===== src/sv/epwm_pkg.sv =====
// Shared types, codes and default constants for the ESC pulse generator.
package epwm_pkg;

  localparam int PULSE_W    = 12;
  localparam int THRUST_W   = 16;
  localparam int CMD_W      = 8;
  localparam int PERIOD_W   = 12;
  localparam int SETTLE_W   = 22;
  localparam int CFG_IDX_W  = 1;
  localparam int CFG_DATA_W = 22;
  localparam int IDX_W      = 2;
  localparam int LEVELS_W   = 4;

  localparam int FULL_SCALE = 65535;

  localparam int NUM_MOTORS_DEF   = 4;
  localparam int PULSE_MIN_US_DEF = 1000;
  localparam int PULSE_MAX_US_DEF = 2000;

  localparam logic [PERIOD_W-1:0] PERIOD_RESET = 12'd2500;
  localparam logic [SETTLE_W-1:0] SETTLE_RESET = 22'd2000000;

  localparam logic [CFG_IDX_W-1:0] REG_PERIOD = 1'b0;
  localparam logic [CFG_IDX_W-1:0] REG_SETTLE = 1'b1;

  typedef enum logic [1:0] {
    OP_TICK  = 2'd0,
    OP_SET   = 2'd1,
    OP_CALIB = 2'd2,
    OP_READ  = 2'd3
  } op_e;

  localparam logic [CMD_W-1:0] CMD_START  = 8'd1;
  localparam logic [CMD_W-1:0] CMD_FINISH = 8'd2;
  localparam logic [CMD_W-1:0] CMD_ABORT  = 8'd3;

  typedef struct packed {
    logic                calib_active;
    logic [THRUST_W-1:0] ratio;
    logic [LEVELS_W-1:0] pwm_levels;
  } result_t;

endpackage


===== src/sv/epwm_conv.sv =====
// Thrust to pulse width mapping and its clamped inverse; the inverse uses a constant reciprocal.
module epwm_conv #(
  parameter int PulseMin = epwm_pkg::PULSE_MIN_US_DEF,
  parameter int PulseMax = epwm_pkg::PULSE_MAX_US_DEF
) (
  input  logic [epwm_pkg::THRUST_W-1:0] thrust_i,
  input  logic [epwm_pkg::PULSE_W-1:0]  pulse_i,
  output logic [epwm_pkg::PULSE_W-1:0]  pulse_o,
  output logic [epwm_pkg::THRUST_W-1:0] ratio_o
);
  import epwm_pkg::*;

  localparam int Span  = PulseMax - PulseMin;
  localparam int SpanW = (Span > 1) ? $clog2(Span + 1) : 1;
  localparam int ProdW = THRUST_W + SpanW;

  // ceil(65535 * 2^24 / span): exact floor for any d * span below 2^24
  localparam int RecipShift = 24;
  localparam longint unsigned Recip =
    ((longint'(FULL_SCALE) << RecipShift) + longint'(Span) - 1) / longint'(Span);
  localparam int RecipW = $clog2(Recip + 1);
  localparam logic [RecipW-1:0] RecipV = RecipW'(Recip);

  // forward: PulseMin + thrust * span / 65535
  logic [ProdW-1:0]    prod;
  logic [ProdW-17:0]   q0;
  logic [THRUST_W:0]   rem_sum;
  logic                corr;

  assign prod    = ProdW'(thrust_i) * ProdW'(Span);
  assign q0      = prod[ProdW-1:THRUST_W];
  // x = q0 * 65536 + b, so x - q0 * 65535 = q0 + b, below twice 65535
  assign rem_sum = {1'b0, prod[THRUST_W-1:0]} + (THRUST_W+1)'(q0);
  assign corr    = (rem_sum >= (THRUST_W+1)'(FULL_SCALE));
  assign pulse_o = PULSE_W'(PulseMin) + PULSE_W'(q0) + PULSE_W'(corr);

  // inverse: (pulse - PulseMin) * 65535 / span, clamped
  logic [PULSE_W-1:0]        diff;
  logic [PULSE_W+RecipW-1:0] prod2;

  assign diff  = pulse_i - PULSE_W'(PulseMin);
  assign prod2 = (PULSE_W+RecipW)'(diff) * (PULSE_W+RecipW)'(RecipV);

  always_comb begin
    if (pulse_i <= PULSE_W'(PulseMin)) begin
      ratio_o = '0;
    end else if (pulse_i >= PULSE_W'(PulseMax)) begin
      ratio_o = THRUST_W'(FULL_SCALE);
    end else begin
      ratio_o = prod2[RecipShift +: THRUST_W];
    end
  end

endmodule


===== src/sv/epwm_skid.sv =====
// Two-entry output stage: result register plus skid register.
module epwm_skid (
  input  logic              clk_i,
  input  logic              rst_ni,
  input  logic              in_valid_i,
  output logic              in_ready_o,
  input  epwm_pkg::result_t in_data_i,
  output logic              out_valid_o,
  input  logic              out_ready_i,
  output epwm_pkg::result_t out_data_o
);
  import epwm_pkg::*;

  logic    out_valid_q, out_valid_d;
  logic    skid_valid_q, skid_valid_d;
  result_t out_data_q, skid_data_q;
  logic    in_xfer, out_pop;

  assign in_ready_o  = ~skid_valid_q;
  assign in_xfer     = in_valid_i & in_ready_o;
  assign out_pop     = out_valid_q & out_ready_i;
  assign out_valid_o = out_valid_q;
  assign out_data_o  = out_data_q;

  always_comb begin
    out_valid_d  = out_valid_q;
    skid_valid_d = skid_valid_q;
    if (skid_valid_q) begin
      if (out_pop) begin
        skid_valid_d = 1'b0;
      end
    end else begin
      out_valid_d  = in_xfer | (out_valid_q & ~out_pop);
      skid_valid_d = in_xfer & out_valid_q & ~out_pop;
    end
  end

  always_ff @(posedge clk_i or negedge rst_ni) begin
    if (!rst_ni) begin
      out_valid_q  <= 1'b0;
      skid_valid_q <= 1'b0;
    end else begin
      out_valid_q  <= out_valid_d;
      skid_valid_q <= skid_valid_d;
    end
  end

  always_ff @(posedge clk_i) begin
    if (skid_valid_q) begin
      if (out_pop) begin
        out_data_q <= skid_data_q;
      end
    end else if (in_xfer) begin
      if (!out_valid_q || out_pop) begin
        out_data_q <= in_data_i;
      end else begin
        skid_data_q <= in_data_i;
      end
    end
  end

endmodule


===== src/sv/esc_pwm_with_calibration.sv =====
// Top level of the multi-channel ESC pulse generator with calibration sequence.
// Output: the result of an item is registered before it appears on m_axis.
// Throughput: one item per cycle while skid is empty; state updates in a single
// pass, a skid stage keeps input flowing while one result waits downstream.
// Reset: asynchronous, registers return to defaults at once; no clearing pass.
module esc_pwm_with_calibration #(
  parameter int NUM_MOTORS   = epwm_pkg::NUM_MOTORS_DEF,
  parameter int PULSE_MIN_US = epwm_pkg::PULSE_MIN_US_DEF,
  parameter int PULSE_MAX_US = epwm_pkg::PULSE_MAX_US_DEF
) (
  input  logic                            clk_i,
  input  logic                            rst_ni,
  input  logic                            cfg_we_i,
  input  logic [epwm_pkg::CFG_IDX_W-1:0]  cfg_index_i,
  input  logic [epwm_pkg::CFG_DATA_W-1:0] cfg_wdata_i,
  input  logic                            s_axis_tvalid,
  output logic                            s_axis_tready,
  // [1:0] motor_index, [17:2] thrust, [25:18] calib_command, [31:26] zero
  input  logic [31:0]                     s_axis_tdata,
  // [1:0] operation
  input  logic [1:0]                      s_axis_tuser,
  output logic                            m_axis_tvalid,
  input  logic                            m_axis_tready,
  // [3:0] pwm_levels, [19:4] ratio, [20] calib_active, [23:21] zero
  output logic [23:0]                     m_axis_tdata
);
  import epwm_pkg::*;

  localparam int MI_W  = (NUM_MOTORS > 1) ? $clog2(NUM_MOTORS) : 1;
  localparam int EXT_W = (MI_W > IDX_W) ? MI_W : IDX_W;

  logic [PERIOD_W-1:0] period_q;
  logic [SETTLE_W-1:0] settle_ticks_q;

  logic [PERIOD_W-1:0] count_q, count_d;
  logic [PULSE_W-1:0]  prog_q [NUM_MOTORS];
  logic [PULSE_W-1:0]  prog_d [NUM_MOTORS];
  logic [PULSE_W-1:0]  cmp_q  [NUM_MOTORS];
  logic [PULSE_W-1:0]  cmp_d  [NUM_MOTORS];
  logic [NUM_MOTORS-1:0] lvl_q, lvl_d;
  logic                calib_q, calib_d;
  logic [SETTLE_W-1:0] settle_q, settle_d;

  op_e                 op;
  logic [IDX_W-1:0]    motor_index;
  logic [THRUST_W-1:0] thrust;
  logic [CMD_W-1:0]    calib_command;
  logic [EXT_W-1:0]    idx_ext;
  logic [MI_W-1:0]     mi;
  logic                in_range;
  logic                in_xfer;

  logic [PULSE_W-1:0]  set_pulse;
  logic [PULSE_W-1:0]  rd_pulse;
  logic [THRUST_W-1:0] rd_ratio;

  logic [PERIOD_W-1:0] per_eff;
  logic [PERIOD_W:0]   count_inc;
  logic                count_zero;

  result_t             res;
  result_t             out_res;

  assign op            = op_e'(s_axis_tuser);
  assign motor_index   = s_axis_tdata[1:0];
  assign thrust        = s_axis_tdata[17:2];
  assign calib_command = s_axis_tdata[25:18];
  assign idx_ext       = EXT_W'(motor_index);
  assign mi            = idx_ext[MI_W-1:0];
  assign in_range      = (int'(motor_index) < NUM_MOTORS);
  assign in_xfer       = s_axis_tvalid & s_axis_tready;
  assign rd_pulse      = prog_q[mi];

  epwm_conv #(
    .PulseMin (PULSE_MIN_US),
    .PulseMax (PULSE_MAX_US)
  ) u_conv (
    .thrust_i (thrust),
    .pulse_i  (rd_pulse),
    .pulse_o  (set_pulse),
    .ratio_o  (rd_ratio)
  );

  // zero period behaves as a period of one
  assign per_eff    = (period_q == '0) ? PERIOD_W'(1) : period_q;
  assign count_inc  = {1'b0, count_q} + (PERIOD_W+1)'(1);
  assign count_zero = (count_q == '0);

  always_comb begin
    count_d  = count_q;
    prog_d   = prog_q;
    cmp_d    = cmp_q;
    lvl_d    = lvl_q;
    calib_d  = calib_q;
    settle_d = settle_q;
    res.ratio = '0;
    case (op)
      OP_TICK: begin
        for (int i = 0; i < NUM_MOTORS; i++) begin
          cmp_d[i] = count_zero ? prog_q[i] : cmp_q[i];
          // low wins over high when the compare matches count zero
          lvl_d[i] = (count_zero | lvl_q[i]) & (cmp_d[i] != count_q);
        end
        count_d = (count_inc >= {1'b0, per_eff}) ? '0 : count_inc[PERIOD_W-1:0];
        if (settle_q != '0) begin
          settle_d = settle_q - SETTLE_W'(1);
          if (settle_q == SETTLE_W'(1)) begin
            calib_d = 1'b0;
          end
        end
      end
      OP_SET: begin
        if (!calib_q && in_range) begin
          prog_d[mi] = set_pulse;
        end
      end
      OP_CALIB: begin
        case (calib_command)
          CMD_START: begin
            calib_d  = 1'b1;
            settle_d = '0;
            for (int i = 0; i < NUM_MOTORS; i++) prog_d[i] = PULSE_W'(PULSE_MAX_US);
          end
          CMD_FINISH: begin
            if (calib_q) begin
              for (int i = 0; i < NUM_MOTORS; i++) prog_d[i] = PULSE_W'(PULSE_MIN_US);
              settle_d = settle_ticks_q;
              calib_d  = (settle_ticks_q != '0);
            end
          end
          CMD_ABORT: begin
            calib_d  = 1'b0;
            settle_d = '0;
            for (int i = 0; i < NUM_MOTORS; i++) prog_d[i] = PULSE_W'(PULSE_MIN_US);
          end
          default: ;
        endcase
      end
      OP_READ: begin
        if (in_range) begin
          res.ratio = rd_ratio;
        end
      end
      default: ;
    endcase
    res.calib_active = calib_d;
    res.pwm_levels   = '0;
    for (int i = 0; i < LEVELS_W; i++) begin
      if (i < NUM_MOTORS) begin
        res.pwm_levels[i] = lvl_d[i];
      end
    end
  end

  always_ff @(posedge clk_i or negedge rst_ni) begin
    if (!rst_ni) begin
      period_q       <= PERIOD_RESET;
      settle_ticks_q <= SETTLE_RESET;
    end else if (cfg_we_i) begin
      case (cfg_index_i)
        REG_PERIOD: period_q       <= cfg_wdata_i[PERIOD_W-1:0];
        REG_SETTLE: settle_ticks_q <= cfg_wdata_i[SETTLE_W-1:0];
        default: ;
      endcase
    end
  end

  always_ff @(posedge clk_i or negedge rst_ni) begin
    if (!rst_ni) begin
      count_q  <= '0;
      lvl_q    <= '0;
      calib_q  <= 1'b0;
      settle_q <= '0;
      for (int i = 0; i < NUM_MOTORS; i++) begin
        prog_q[i] <= PULSE_W'(PULSE_MIN_US);
        cmp_q[i]  <= PULSE_W'(PULSE_MIN_US);
      end
    end else if (in_xfer) begin
      count_q  <= count_d;
      lvl_q    <= lvl_d;
      calib_q  <= calib_d;
      settle_q <= settle_d;
      prog_q   <= prog_d;
      cmp_q    <= cmp_d;
    end
  end

  epwm_skid u_skid (
    .clk_i       (clk_i),
    .rst_ni      (rst_ni),
    .in_valid_i  (s_axis_tvalid),
    .in_ready_o  (s_axis_tready),
    .in_data_i   (res),
    .out_valid_o (m_axis_tvalid),
    .out_ready_i (m_axis_tready),
    .out_data_o  (out_res)
  );

  assign m_axis_tdata = {3'b000, out_res};

endmodule

===== config.mk =====
export PLATFORM = sky130hd
export DESIGN_NAME = esc_pwm_with_calibration
export DESIGN_NICKNAME = d
export VERILOG_FILES = /design/src/sv/epwm_pkg.sv /design/src/sv/epwm_conv.sv /design/src/sv/epwm_skid.sv /design/src/sv/esc_pwm_with_calibration.sv
export SDC_FILE = /design/constraint.sdc
export NUM_CORES = 1
export LEC_CHECK = 0
export BUFFER_PORTS_ARGS = -buffer_cell sky130_fd_sc_hd__buf_4
export CORE_MARGIN = 5
export CORE_UTILIZATION = 31
export CTS_CLUSTER_SIZE = 8
export DETAILED_ROUTE_END_ITERATION = 10
export PLACE_DENSITY_LB_ADDON = 0.2
export SLEW_MARGIN = 10
export SYNTH_ARGS = -nofsm -noshare
export SYNTH_HDL_FRONTEND = slang
export SYNTH_SLANG_ARGS = --single-unit
export TNS_END_PERCENT = 1

===== constraint.sdc =====
create_clock -name clk_i -period 16.9 [get_ports clk_i]
set_input_delay 2.535 -clock clk_i [delete_from_list [all_inputs] [get_ports clk_i]]
set_output_delay 2.535 -clock clk_i [all_outputs]
set_load 0.01 [all_outputs]

[Yosys cells after proc, flatten, opt, wreduce, memory -nomap -nowiden]
Index checks and enable logic that the tools add are counted.
Widths: inputs -> output; s select.
Storage, ports and cells
  bits in registers: 213
  input bits: 62
  output and inout bits: 26
  logic and storage cells: 127
Cells by class
  add/sub/neg operators: 6
  multiply operators: 2
  order comparisons: 6
  equal/unequal tests: 17
  multiplexer cells: 35
  bitwise gates (word level): 19
  reduce and logical (&&, ||, !) cells: 20
Operator list (count)
  $pmux 48 s3: 1
  $mux 12: 9
  $mux 48: 2
  $pmux 48 s2: 1
  $pmux 22 s2: 2
  $mux 21: 4
  $bwmux 48: 1
  $mux 16: 3
  $ne 12x12->1: 4
  $mux 22: 2
  $reduce_bool 22->1: 2
  $mul 12x31->40 const B: 1
  $bmux 12 s2: 1
  $demux 12 s2: 1
  $logic_not 12->1: 2
  $mul 16x7->23 const B: 1
  $eq 22x1->1 const B: 1
  $sub 22x1->22 const B: 1
  $add 16x10->17: 1
  $ge 17x16->1 const B: 1
  $eq 8x2->1 const B: 2
  $add 12x1->13 const B: 1
  $ge 13x12->1: 1
  $add 12x1->12: 1
  other kinds (29): 59

[Depth between registers and ports, before layout]
Gate-level depths: netlist of run 1.
  depth after elaboration: 12
  mapped depth: 34
  depth with buffers taken out: 33

[By module]
Synthesis of run 1 repeated with hierarchy kept, for this count alone.
Unflattened totals
  cell total of the unflattened synthesis: 2047
  area total of the unflattened synthesis: 19751.4 um^2
By module, submodules not included
  esc_pwm_with_calibration: times used 1, cells an instance 1077, area each 9858.2 um^2, sequential area each 4304.1 um^2
  epwm_conv: times used 1, cells an instance 892, area each 8182.8 um^2, sequential area each 0.0 um^2
  epwm_skid: times used 1, cells an instance 78, area each 1710.4 um^2, sequential area each 1311.3 um^2

[Worst setup path before layout of run 1]
OpenSTA, ideal clock, no wires.
  path kind: input-to-reg
  start: input port s_axis_tdata[0]
  end: register u_skid.out_data_q (netlist bit u_skid.out_data_o[13]), data pin
  setup time: 260 ps
  data arrival time: 9621 ps
  data required time: 16640 ps
  slack: 7019 ps
  stages: 26
  buffers on the path: 2
  cell sequence: clkbuf_1 -> mux4_2 -> clkbuf_1 -> inv_1 -> ha_1 -> nand3b_1 -> nor2_1 -> nor2_1 -> xor2_1 -> fa_1 -> fa_1 -> fa_1 -> inv_1 -> fa_1 -> fa_1 -> ha_1 -> and4_1 -> a21oi_1 -> o211ai_1 -> o211ai_1 -> nand2_1 -> a31oi_1 -> o21ai_0 -> xnor2_1 -> a21oi_1 -> mux2_2
RTL lines
  from (decl): RTL line esc_pwm_with_calibration.sv:19  | input logic [31:0] s_axis_tdata,
  to (signal assigned): RTL line epwm_skid.sv:51  | out_data_q <= skid_data_q;
  to (signal assigned): RTL line epwm_skid.sv:55  | out_data_q <= in_data_i;
  to (decl): RTL line epwm_skid.sv:16  | result_t out_data_q, skid_data_q;

[Worst setup path after layout of run 1]
  start: input port s_axis_tdata[12]
  end: register prog_q[23] (netlist bit)
Between the ends
  word-level cells in the longest chain between the ends: 7
  elaborated cells between the ends (all ways): 8
  classes of those cells: 3 x add/sub; 1 x mul; 1 x order compare; 3 x mux
Ends and longest elaborated chain
  $mul 16x7->23 (*): RTL line epwm_conv.sv:30  | assign prod = ProdW'(thrust_i) * ProdW'(Span);
  $add 16x10->17: RTL line epwm_conv.sv:33  | assign rem_sum = {1'b0, prod[THRUST_W-1:0]} + (THRUST_W+1)'(q0);
  $ge 17x16->1: RTL line epwm_conv.sv:34  | assign corr = (rem_sum >= (THRUST_W+1)'(FULL_SCALE));
  $add 12x1->12 (*): RTL line epwm_conv.sv:35  | assign pulse_o = PULSE_W'(PulseMin) + PULSE_W'(q0) + PULSE_W'(corr);
  $bwmux 48 (*): RTL line esc_pwm_with_calibration.sv:114  | prog_d[mi] = set_pulse;
  $mux 48 (*): RTL line esc_pwm_with_calibration.sv:113  | if (!calib_q && in_range) begin
  $pmux 48 s2 (*): RTL line esc_pwm_with_calibration.sv:97  | case (op)
  to (signal, indexed assignment): RTL line esc_pwm_with_calibration.sv:175  | prog_q[i] <= PULSE_W'(PULSE_MIN_US);
  to (signal assigned): RTL line esc_pwm_with_calibration.sv:183  | prog_q <= prog_d;
  to (decl): RTL line esc_pwm_with_calibration.sv:36  | logic [PULSE_W-1:0] prog_q [NUM_MOTORS];
Mark *: on every way between the ends. The rest lies on a longest branch, timed or not. The select of a mux whose other input is x is not followed.
A chain may end at the register's enable or synchronous reset.

==> results.yml, run 1 <==
run_status:
  status: "finished, final reports clean"
synth:
  synth-seq-area-share: 0.294
  yosysWarnings: 0
  synth_area_per_cell_um2: 10.1
  ys_ff_latch: 213
  synthCells: 1895
  synth_area_mm2: 0.0191
  synthArstFlopShare: 0.803
  ys.flop_type: "dfrtp_1"
  synth_edf_count: 42
  synth.distinct_cells: 78
setup_path:
  worstPathMaxFanout: 10
  crit_start: "s_axis_tdata[12]"
  crit_type: "in -> reg"
  arrival_ps: 10960
  cp_slowest_cell: "o311ai_0"
  cp-end-kind: "flip-flop"
  r2r_end: "u_skid.out_data_o[16]"
  start_kind: "input port"
  crit_required_ps: 17350
  cpPeakStageDelay_ps: 870
  r2r_cells: 24
  crit_path_end: "prog_q[23]"
  r2r_slack_ps: 8400
  rr_startpoint: "prog_q[39]"
global_route:
  antenna_found_initial: 0
  overflow: 0
  grt_usage: 0.148
  grt_max_degree: 106
  grt_pass1_vias: 14073
  grt_pass1_wl_um: 80100
clocking:
  cts_setup_buffers: 0
  clockBufferDepth: 3
  cts_root_buffer: "clkbuf_16"
  post_cts_resized: 0
  ctsHtreeMaxLevel: 1
  worstSkewPairLatency_ps: 550
  clk_pin_slew_ps: 50
  tritoncts: "built"
  cts_hold_buffers: 0
  cts.sinks: 213
  cts_buffers: 30
sta:
  rsz0062_at_grt: "false"
  finalHoldViolCount: 0
  final-max-slew-violation-count: 0
  fmax_mhz: 95.2
  relSlewSlack: 0.256
  fin_ws_ps: 6400
  final-setup-viol-count: 0
  fin_skew_ps: 12.5
  fin_crit_sh: 0.622
  worst_pin_slew_ps: 1120
  finalSetupTns_ps: 0
  final.min_clock_period_ps: 10500
drt:
  finalWirelength_um: 49900
  antenna_left: 0
  dr_total_vias: 13939
  routed_via_density: 5.04
  drc: 0
  drt_iter0_markers: 863
  drtPass1Iterations: 5
  routedWlPerCell_um: 18.1
placement:
  io_buffer_count: 78
  detailed_place_hpwl_um: 39600
  gp_congestion: 0.851
  dp_worst_setup_slack_ps: 5800
finish:
  nets: 2349
  num_antenna_cells: 0
  fillers: 6193
  drive_gt1_frac: 0.151
  area_growth_pct: 12.1
floorplan:
  fp-row-count: 91
  io_pins: 88
  fp.coreArea_mm2: 0.0614
  die-area_mm2: 0.0667
  dieWidth_um: 258
  die_h_um: 258
  start_util: 0.311
min_path:
  hp-class: "reg -> reg"
flow_run:
  maxCapViolations: 0
worst min-delay path by stage:
stage / from / end / slack (ps) / cells after the start
finish: lvl_q[2] / lvl_q[2] / 490 / 2
floorplan: lvl_q[0] / lvl_q[0] / 440 / 2
global route: cmp_q[14] / cmp_q[14] / 510 / 1
CTS: lvl_q[3] / lvl_q[3] / 490 / 2
detailed placement: lvl_q[2] / lvl_q[2] / 480 / 2
global placement: lvl_q[3] / lvl_q[3] / 460 / 2
Yosys cell counts (all sizes together) (17+ instances only):
| master | count | share of area |
|---|---|---|
| a21o | 24 | 0.0094 |
| a21oi | 87 | 0.023 |
| a31oi | 18 | 0.0059 |
| clkbuf | 56 | 0.011 |
| dfrtp | 111 | 0.15 |
| dfstp | 60 | 0.082 |
| edfxtp | 42 | 0.066 |
| fa | 138 | 0.14 |
| ha | 199 | 0.13 |
| inv | 256 | 0.050 |
| mux2 | 78 | 0.046 |
| mux2i | 48 | 0.025 |
| nand2 | 126 | 0.025 |
| nand3 | 27 | 0.0071 |
| nand4 | 17 | 0.0056 |
| nor2 | 92 | 0.018 |
| nor3 | 28 | 0.0073 |
| nor4 | 24 | 0.0079 |
| o21a | 17 | 0.0067 |
| o21ai | 94 | 0.025 |
| xnor2 | 79 | 0.036 |
| xor2 | 31 | 0.014 |
per-layer routing:
| metal | global-route usage | share of wire | vias up |
|---|---|---|---|
| met5 | 0 | 0 | - |
| met3 | 0.0186 | 0.037 | 40 |
| met2 | 0.250 | 0.48 | 243 |
| li1 | - | - | 6705 |
| met4 | 0.0192 | 0.011 | 0 |
| met1 | 0.212 | 0.48 | 6951 |
kinds of logic (layout without fill, tap and decap cells):
kind of cell,Yosys count,in the layout,synth area share
flip-flops,213,213,0.294
other,1,3,0.000196
XOR/XNOR,113,113,0.0539
AO/OA/AOI/OAI,366,366,0.126
multiplexers,138,138,0.0852
adder cells (fa/ha/maj),337,337,0.275
AND/OR/NAND/NOR,402,402,0.102
buffers and inverters,325,402,0.0645
placed cells by master (no fill, tap or decap), types with 24 or more instances in the layout:
| cell type | synthesis | layout |
|---|---|---|
| clkbuf_1 | 56 | 24 |
| mux2_2 | 78 | 78 |
| nand3_1 | 27 | 26 |
| fa_1 | 138 | 138 |
| a21o_1 | 24 | 24 |
| nand2_1 | 126 | 125 |
| dfrtp_1 | 111 | 111 |
| xnor2_1 | 79 | 79 |
| mux2i_1 | 48 | 48 |
| clkbuf_16 | 0 | 31 |
| inv_1 | 255 | 255 |
| nor2_1 | 92 | 92 |
| nor4_1 | 24 | 24 |
| xor2_1 | 31 | 31 |
| dfstp_2 | 60 | 60 |
| edfxtp_1 | 42 | 42 |
| nor3_1 | 28 | 28 |
| ha_1 | 199 | 198 |
| a21oi_1 | 85 | 84 |
| o21ai_0 | 91 | 91 |
| buf_4 | 3 | 89 |
registers in the layout, indices dropped and copies added (netlist names):
name                 cells
settle_q                22
count_q                 12
cmp_q                   48
prog_q                  48
u_skid.skid_valid_q      1
u_skid.out_data_o       21
u_skid.out_valid_o       1
calib_q                  1
period_q                12
lvl_q                    4
u_skid.skid_data_q      21
settle_ticks_q          22
critical path: cells and delay by family:
family | cells | cell delay [ps]
adders and majority gates | 7 | 2880
muxes | 1 | 210
xor gates and xnor gates | 1 | 140
AOI/OAI and AO/OA | 8 | 2370
buffers and inverters | 5 | 480
and+or+nand+nor | 10 | 2320
final cells by class:
| class | instances | area [um2] | area share |
|---|---|---|---|
| clock buffer | 56 | 880 | 0.0411 |
| timing repair buffer | 90 | 679 | 0.0317 |
| sequential | 213 | 5620 | 0.262 |
| tap | 790 | 988 | 0.0461 |
| inverter | 256 | 961 | 0.0449 |
| multi-input combinational | 1359 | 12300 | 0.574 |
through the flow:
| stage | hold WS [ps] | instances | cell area, um2 | util |
|---|---|---|---|---|
| final | 493 | 2764 | 21400 | 0.349 |
| after global routing | 510 | 2764 | 21400 | 0.349 |
| after CTS | 494 | 2764 | 21400 | 0.349 |
| after detailed placement | 478 | 2708 | 20500 | 0.335 |
| after global placement | 465 | 2708 | 20500 | 0.335 |
| after floorplan | 445 | 1897 | 19100 | - |
Power of run 1 is not shown: default switching activity piles up to over one toggle a cycle in this logic, so the estimate is an artifact.
==> inputs of run 2 (changes only) <==
ABC_AREA = 1   (was not set)
clock period = 10.39 ns   (was 16.9 ns; I/O delays follow)
==> run 2 against run 1 <==
Net effect: sequential share of layout area is 1.8 points lower; cell area is 7.3% higher; register-to-register slack worse by 5600 ps; non-clock buffer count is 1 lower; hold slack worse by 28 ps; synthesized cell count is 39% higher; sequential cell count stayed put; clock skew is 56 ps higher; routed wire length is 18% higher; area after synthesis is 8.0% higher; first-iteration DRC count is 32% higher.
==> results.yml, run 2 <==
sta:
  final.min_clock_period_ps: 8610
  finalHoldViolCount: 0
  fin_skew_ps: 68.4
  fmax_mhz: 116
  rsz0062_at_grt: "false"
  worst_pin_slew_ps: 1160
  fin_crit_sh: 0.829
  finalSetupTns_ps: 0
  hold_slack_ps: 465
  final-max-slew-violation-count: 0
  final-setup-viol-count: 0
  relSlewSlack: 0.224
global_route:
  antenna_found_initial: 0
  grt_pass1_vias: 17568
  grt_max_degree: 107
  grt_pass1_wl_um: 94800
  grt_usage: 0.162
  overflow: 0
setup_path:
  worstPathMaxFanout: 11
  cpPeakStageDelay_ps: 620
  cp_slowest_cell: "fa_1"
  arrival_ps: 8850
  r2r_cells: 27
  crit_type: "in -> reg"
  crit_required_ps: 10640
  path_common_cell: "fa_1"
  start_kind: "input port"
  cp-end-kind: "flip-flop"
synth:
  synthArstFlopShare: 0.803
  synth.most_common_cell: "nand2_1"
  synth_area_per_cell_um2: 7.81
  synth_area_mm2: 0.0206
  synth.distinct_cells: 70
  yosysWarnings: 0
  synth_edf_count: 42
  synthCells: 2641
  yosysTopAreaCell: "dfrtp_1"
  ys_ff_latch: 213
  synth-seq-area-share: 0.272
  synthTopCellsByCount: "614 x nand2_1, 479 x inv_1, 199 x ha_1"
  synth_top_area_share: 0.135
  ys.flop_type: "dfrtp_1"
  synth_area_leaders: "dfrtp_1 13%, fa_1 13%, ha_1 12%"
floorplan:
  io_pins: 88
  die_h_um: 268
  fp-row-count: 94
  dieWidth_um: 268
  start_util: 0.313
  die-area_mm2: 0.0718
  fp.coreArea_mm2: 0.0659
flow_run:
  maxCapViolations: 0
clocking:
  cts_hold_buffers: 0
  cts_setup_buffers: 0
  clk_pin_slew_ps: 50
  ctsHtreeMaxLevel: 1
  worstSkewPairLatency_ps: 600
  cts.sinks: 213
  tritoncts: "built"
  cts_root_buffer: "clkbuf_16"
  clockBufferDepth: 3
  cts_buffers: 30
  post_cts_resized: 0
finish:
  drive_gt1_frac: 0.107
  reg_top3: "cmp_q x48, prog_q x48"
  layout_common_cells: "614 x nand2_1, 479 x inv_1, 199 x ha_1"
  area_growth_pct: 11.4
  num_antenna_cells: 0
  mostFrequentLayoutCell: "nand2_1"
  nets: 3109
  design_area_mm2: 0.0230
  multiInputGateArea_mm2: 0.0128
  fillers: 6969
  seq_area_mm2: 0.00562
  fin_util: 0.349
drt:
  drtPass1Iterations: 5
  finalWirelength_um: 58700
  dr_total_vias: 17218
  drt_iter0_markers: 1140
  antenna_left: 0
  routed_via_density: 4.79
  drc: 0
  routedWlPerCell_um: 16.3
min_path:
  hp-class: "reg -> reg"
  hold_depth: 2
placement:
  place_area_mm2: 0.0221
  detailed_place_hpwl_um: 47200
  io_buffer_count: 78
  gp_congestion: 0.913
run_status:
  status: "finished, final reports clean"
run 2: cell types whose count changed after synthesis, sizes merged, moves of 20 or more:
cell | before | now
a22oi | 5 | 25
clkbuf | 56 | 30
inv | 256 | 497
mux2 | 78 | 8
mux2i | 48 | 0
nand2 | 126 | 641
nand3 | 27 | 132
nor2 | 92 | 191
o21ai | 94 | 163
o22ai | 13 | 42
xnor2 | 79 | 12
xor2 | 31 | 54
run 2: worst max-delay path: cells and delay by family:
family,cells,cell delay (ps)
buffers and inverters,7,840
xor gates and xnor gates,1,550
adders and majority gates,7,3430
and+or+nand+nor,8,1020
AOI/OAI and AO/OA,7,1430
run 2: final cells by class:
class	count	share of cell area
sequential	213	0.244
clock buffer	54	0.0370
timing repair buffer	89	0.0292
tap	864	0.0470
inverter	504	0.0824
clock inverter	1	0.00131
multi-input combinational	1872	0.559
run 2: worst paths after layout:
kind | slack (ps) | startpoint | endpoint
hold reg to reg | 470 | cmp_q[44] | cmp_q[44]
setup reg to reg | 2810 | prog_q[39] | u_skid.out_data_o[18]
max in group asynchronous | 7770 | rst_ni | settle_q[6]
hold / removal | 470 | cmp_q[44] | cmp_q[44]
setup / recovery | 1780 | s_axis_tdata[1] | u_skid.out_data_o[18]
min in group asynchronous | 1150 | rst_ni | settle_q[11]
run 2: stage by stage:
stage	setup WS (ps)	instances
global placement	1320	3542
global route	1290	3597
CTS	1820	3597
detailed placement	1250	3542
finish	1780	3597
floorplan	2600	2643
run 2: per-layer routing:
layer,track usage,share of wire,vias up
li1,-,-,8599
met1,0.229,0.48,8248
met2,0.274,0.47,300
met3,0.0153,0.034,71
met4,0.0332,0.021,0
met5,0,0,-
run 2: cell families (layout without fill, tap and decap cells):
group                      Yosys count  after routing  synth area share
DFF                                213            213             0.272
xor gates and xnor gates            66             66            0.0284
adders and majority gates          337            337             0.255
other                                1              3          0.000182
muxes                                8              8           0.00437
and+or+nand+nor                   1060           1060             0.222
AOI/OAI and AO/OA                  398            398             0.112
buffers and inverters              558            648             0.107
Power of run 2 is left out for the same reason.
==> inputs of run 3 (changes only) <==
clock period = 8.08 ns   (was 10.39 ns; I/O delays follow)
==> run 3 against run 2 <==
Net effect: critical path depth grew 1; non-clock buffer count grew 69; first-iteration DRC count is 6.3% lower; core utilization up 0.89 points; clock skew decreased by 29 ps; die area stayed put; final cell count rose by 2.0%; largest cell class unchanged; highest routed layer unchanged.
==> results.yml, run 3 (synthesis results as in run 2) <==
flow_run:
  maxCapViolations: 0
sta:
  final-max-slew-violation-count: 0
  fin_crit_sh: 0.934
  fmax_mhz: 133
  finalHoldViolCount: 0
  final-setup-viol-count: 0
  worst_pin_slew_ps: 1160
  final.min_clock_period_ps: 7540
  fin_skew_ps: 39.0
  hold_slack_ps: 465
  relSlewSlack: 0.225
  rsz0062_at_grt: "false"
setup_path:
  cpPeakStageDelay_ps: 550
  arrival_ps: 7810
  crit_start: "s_axis_tdata[1]"
  path_common_cell: "fa_1"
  rr_startpoint: "prog_q[39]"
  start_kind: "input port"
  crit_required_ps: 8350
  worstPathMaxFanout: 8
  cp-end-kind: "flip-flop"
  crit_type: "in -> reg"
  cp_slowest_cell: "fa_1"
  path_buf_inv: 8
  critical-path-top-delay-family: "adder cells"
floorplan:
  fp.coreArea_mm2: 0.0659
  die-area_mm2: 0.0718
  io_pins: 88
  dieWidth_um: 268
  die_h_um: 268
  start_util: 0.313
  fp-row-count: 94
finish:
  layout_common_cells: "614 x nand2_1, 477 x inv_1, 199 x ha_1"
  area_growth_pct: 14.2
  reg_top3: "cmp_q x48, prog_q x48"
  mostFrequentLayoutCell: "nand2_1"
  num_antenna_cells: 0
  drive_gt1_frac: 0.131
  stdcell_count: 3668
  nets: 3179
drt:
  drt_iter0_markers: 1068
  antenna_left: 0
  dr_total_vias: 17523
  routed_via_density: 4.78
  drc: 0
  finalWirelength_um: 59300
  drtPass1Iterations: 5
  routedWlPerCell_um: 16.2
global_route:
  grt_max_degree: 98
  overflow: 0
  grt_usage: 0.164
  grt_pass1_wl_um: 96400
  antenna_found_initial: 0
  grt_pass1_vias: 18049
clocking:
  cts_setup_buffers: 0
  cts_buffers: 31
  worstSkewPairLatency_ps: 590
  ctsHtreeMaxLevel: 1
  clk_pin_slew_ps: 50
  cts.sinks: 213
  clockBufferDepth: 3
  tritoncts: "built"
  cts_hold_buffers: 0
  cts_root_buffer: "clkbuf_16"
min_path:
  worstHoldStart: "cmp_q[39]"
  hp-class: "reg -> reg"
placement:
  detailed_place_hpwl_um: 48100
  place_inst: 3611
  io_buffer_count: 78
  gp_congestion: 0.919
run_status:
  status: "finished, final reports clean"
[run 3: final timing paths]
check | to | slack [ps] | cells past startpoint
worst min register to register | cmp_q[39] | 460 | 2
min in group asynchronous | u_skid.out_valid_o | 730 | 1
worst max register to register | u_skid.out_data_o[18] | 1120 | 28
worst min-delay path | cmp_q[39] | 460 | 2
worst max-delay path | u_skid.out_data_o[18] | 540 | 31
max in group asynchronous | cmp_q[36] | 5810 | 2
[run 3: area by class of cell]
class / count / area [um2]
inverters: 504 / 1900
repair buffers: 158 / 1190
multi-input cells: 1872 / 12900
fillers: 6958 / 42300
well taps: 864 / 1080
clock inverters: 2 / 27.5
clock buffers: 55 / 886
flip-flops and latches: 213 / 5620
[run 3: metal layers]
layer  wire [um]  global-route usage  part of all wire
met4        1440              0.0357             0.024
met1       27700               0.232              0.47
met2       27900               0.274              0.47
met5           0                   0                 0
met3        2240              0.0168             0.038
[run 3: through the flow]
step           setup slack, ps  utilization  setup TNS [ps]  cell area [um2]
3_5_place_dp             -57.0        0.343            -222            22600
2_1_floorplan              640            -               0            20600
5_1_grt                   52.6        0.358               0            23600
4_1_cts                    524        0.357               0            23500
6_report                   535        0.358               0            23600
3_3_place_gp             -47.5        0.343            -167            22600
[run 3: timing repair]
action | CTS | global route
gates resized for setup | 0 | 7
endpoints found under the setup margin | 0 | 10
endpoints found under the hold margin | 0 | 0
[run 3: worst register-to-register path: cells and delay by family (launching register included)]
kind / cells / cell delay [ps]
AOI/OAI and AO/OA: 7 / 1360
xor gates and xnor gates: 1 / 250
adders and majority gates: 7 / 3270
buffers and inverters: 6 / 610
DFF: 1 / 520
and+or+nand+nor: 7 / 650
Power of run 3 is left out for the same reason.
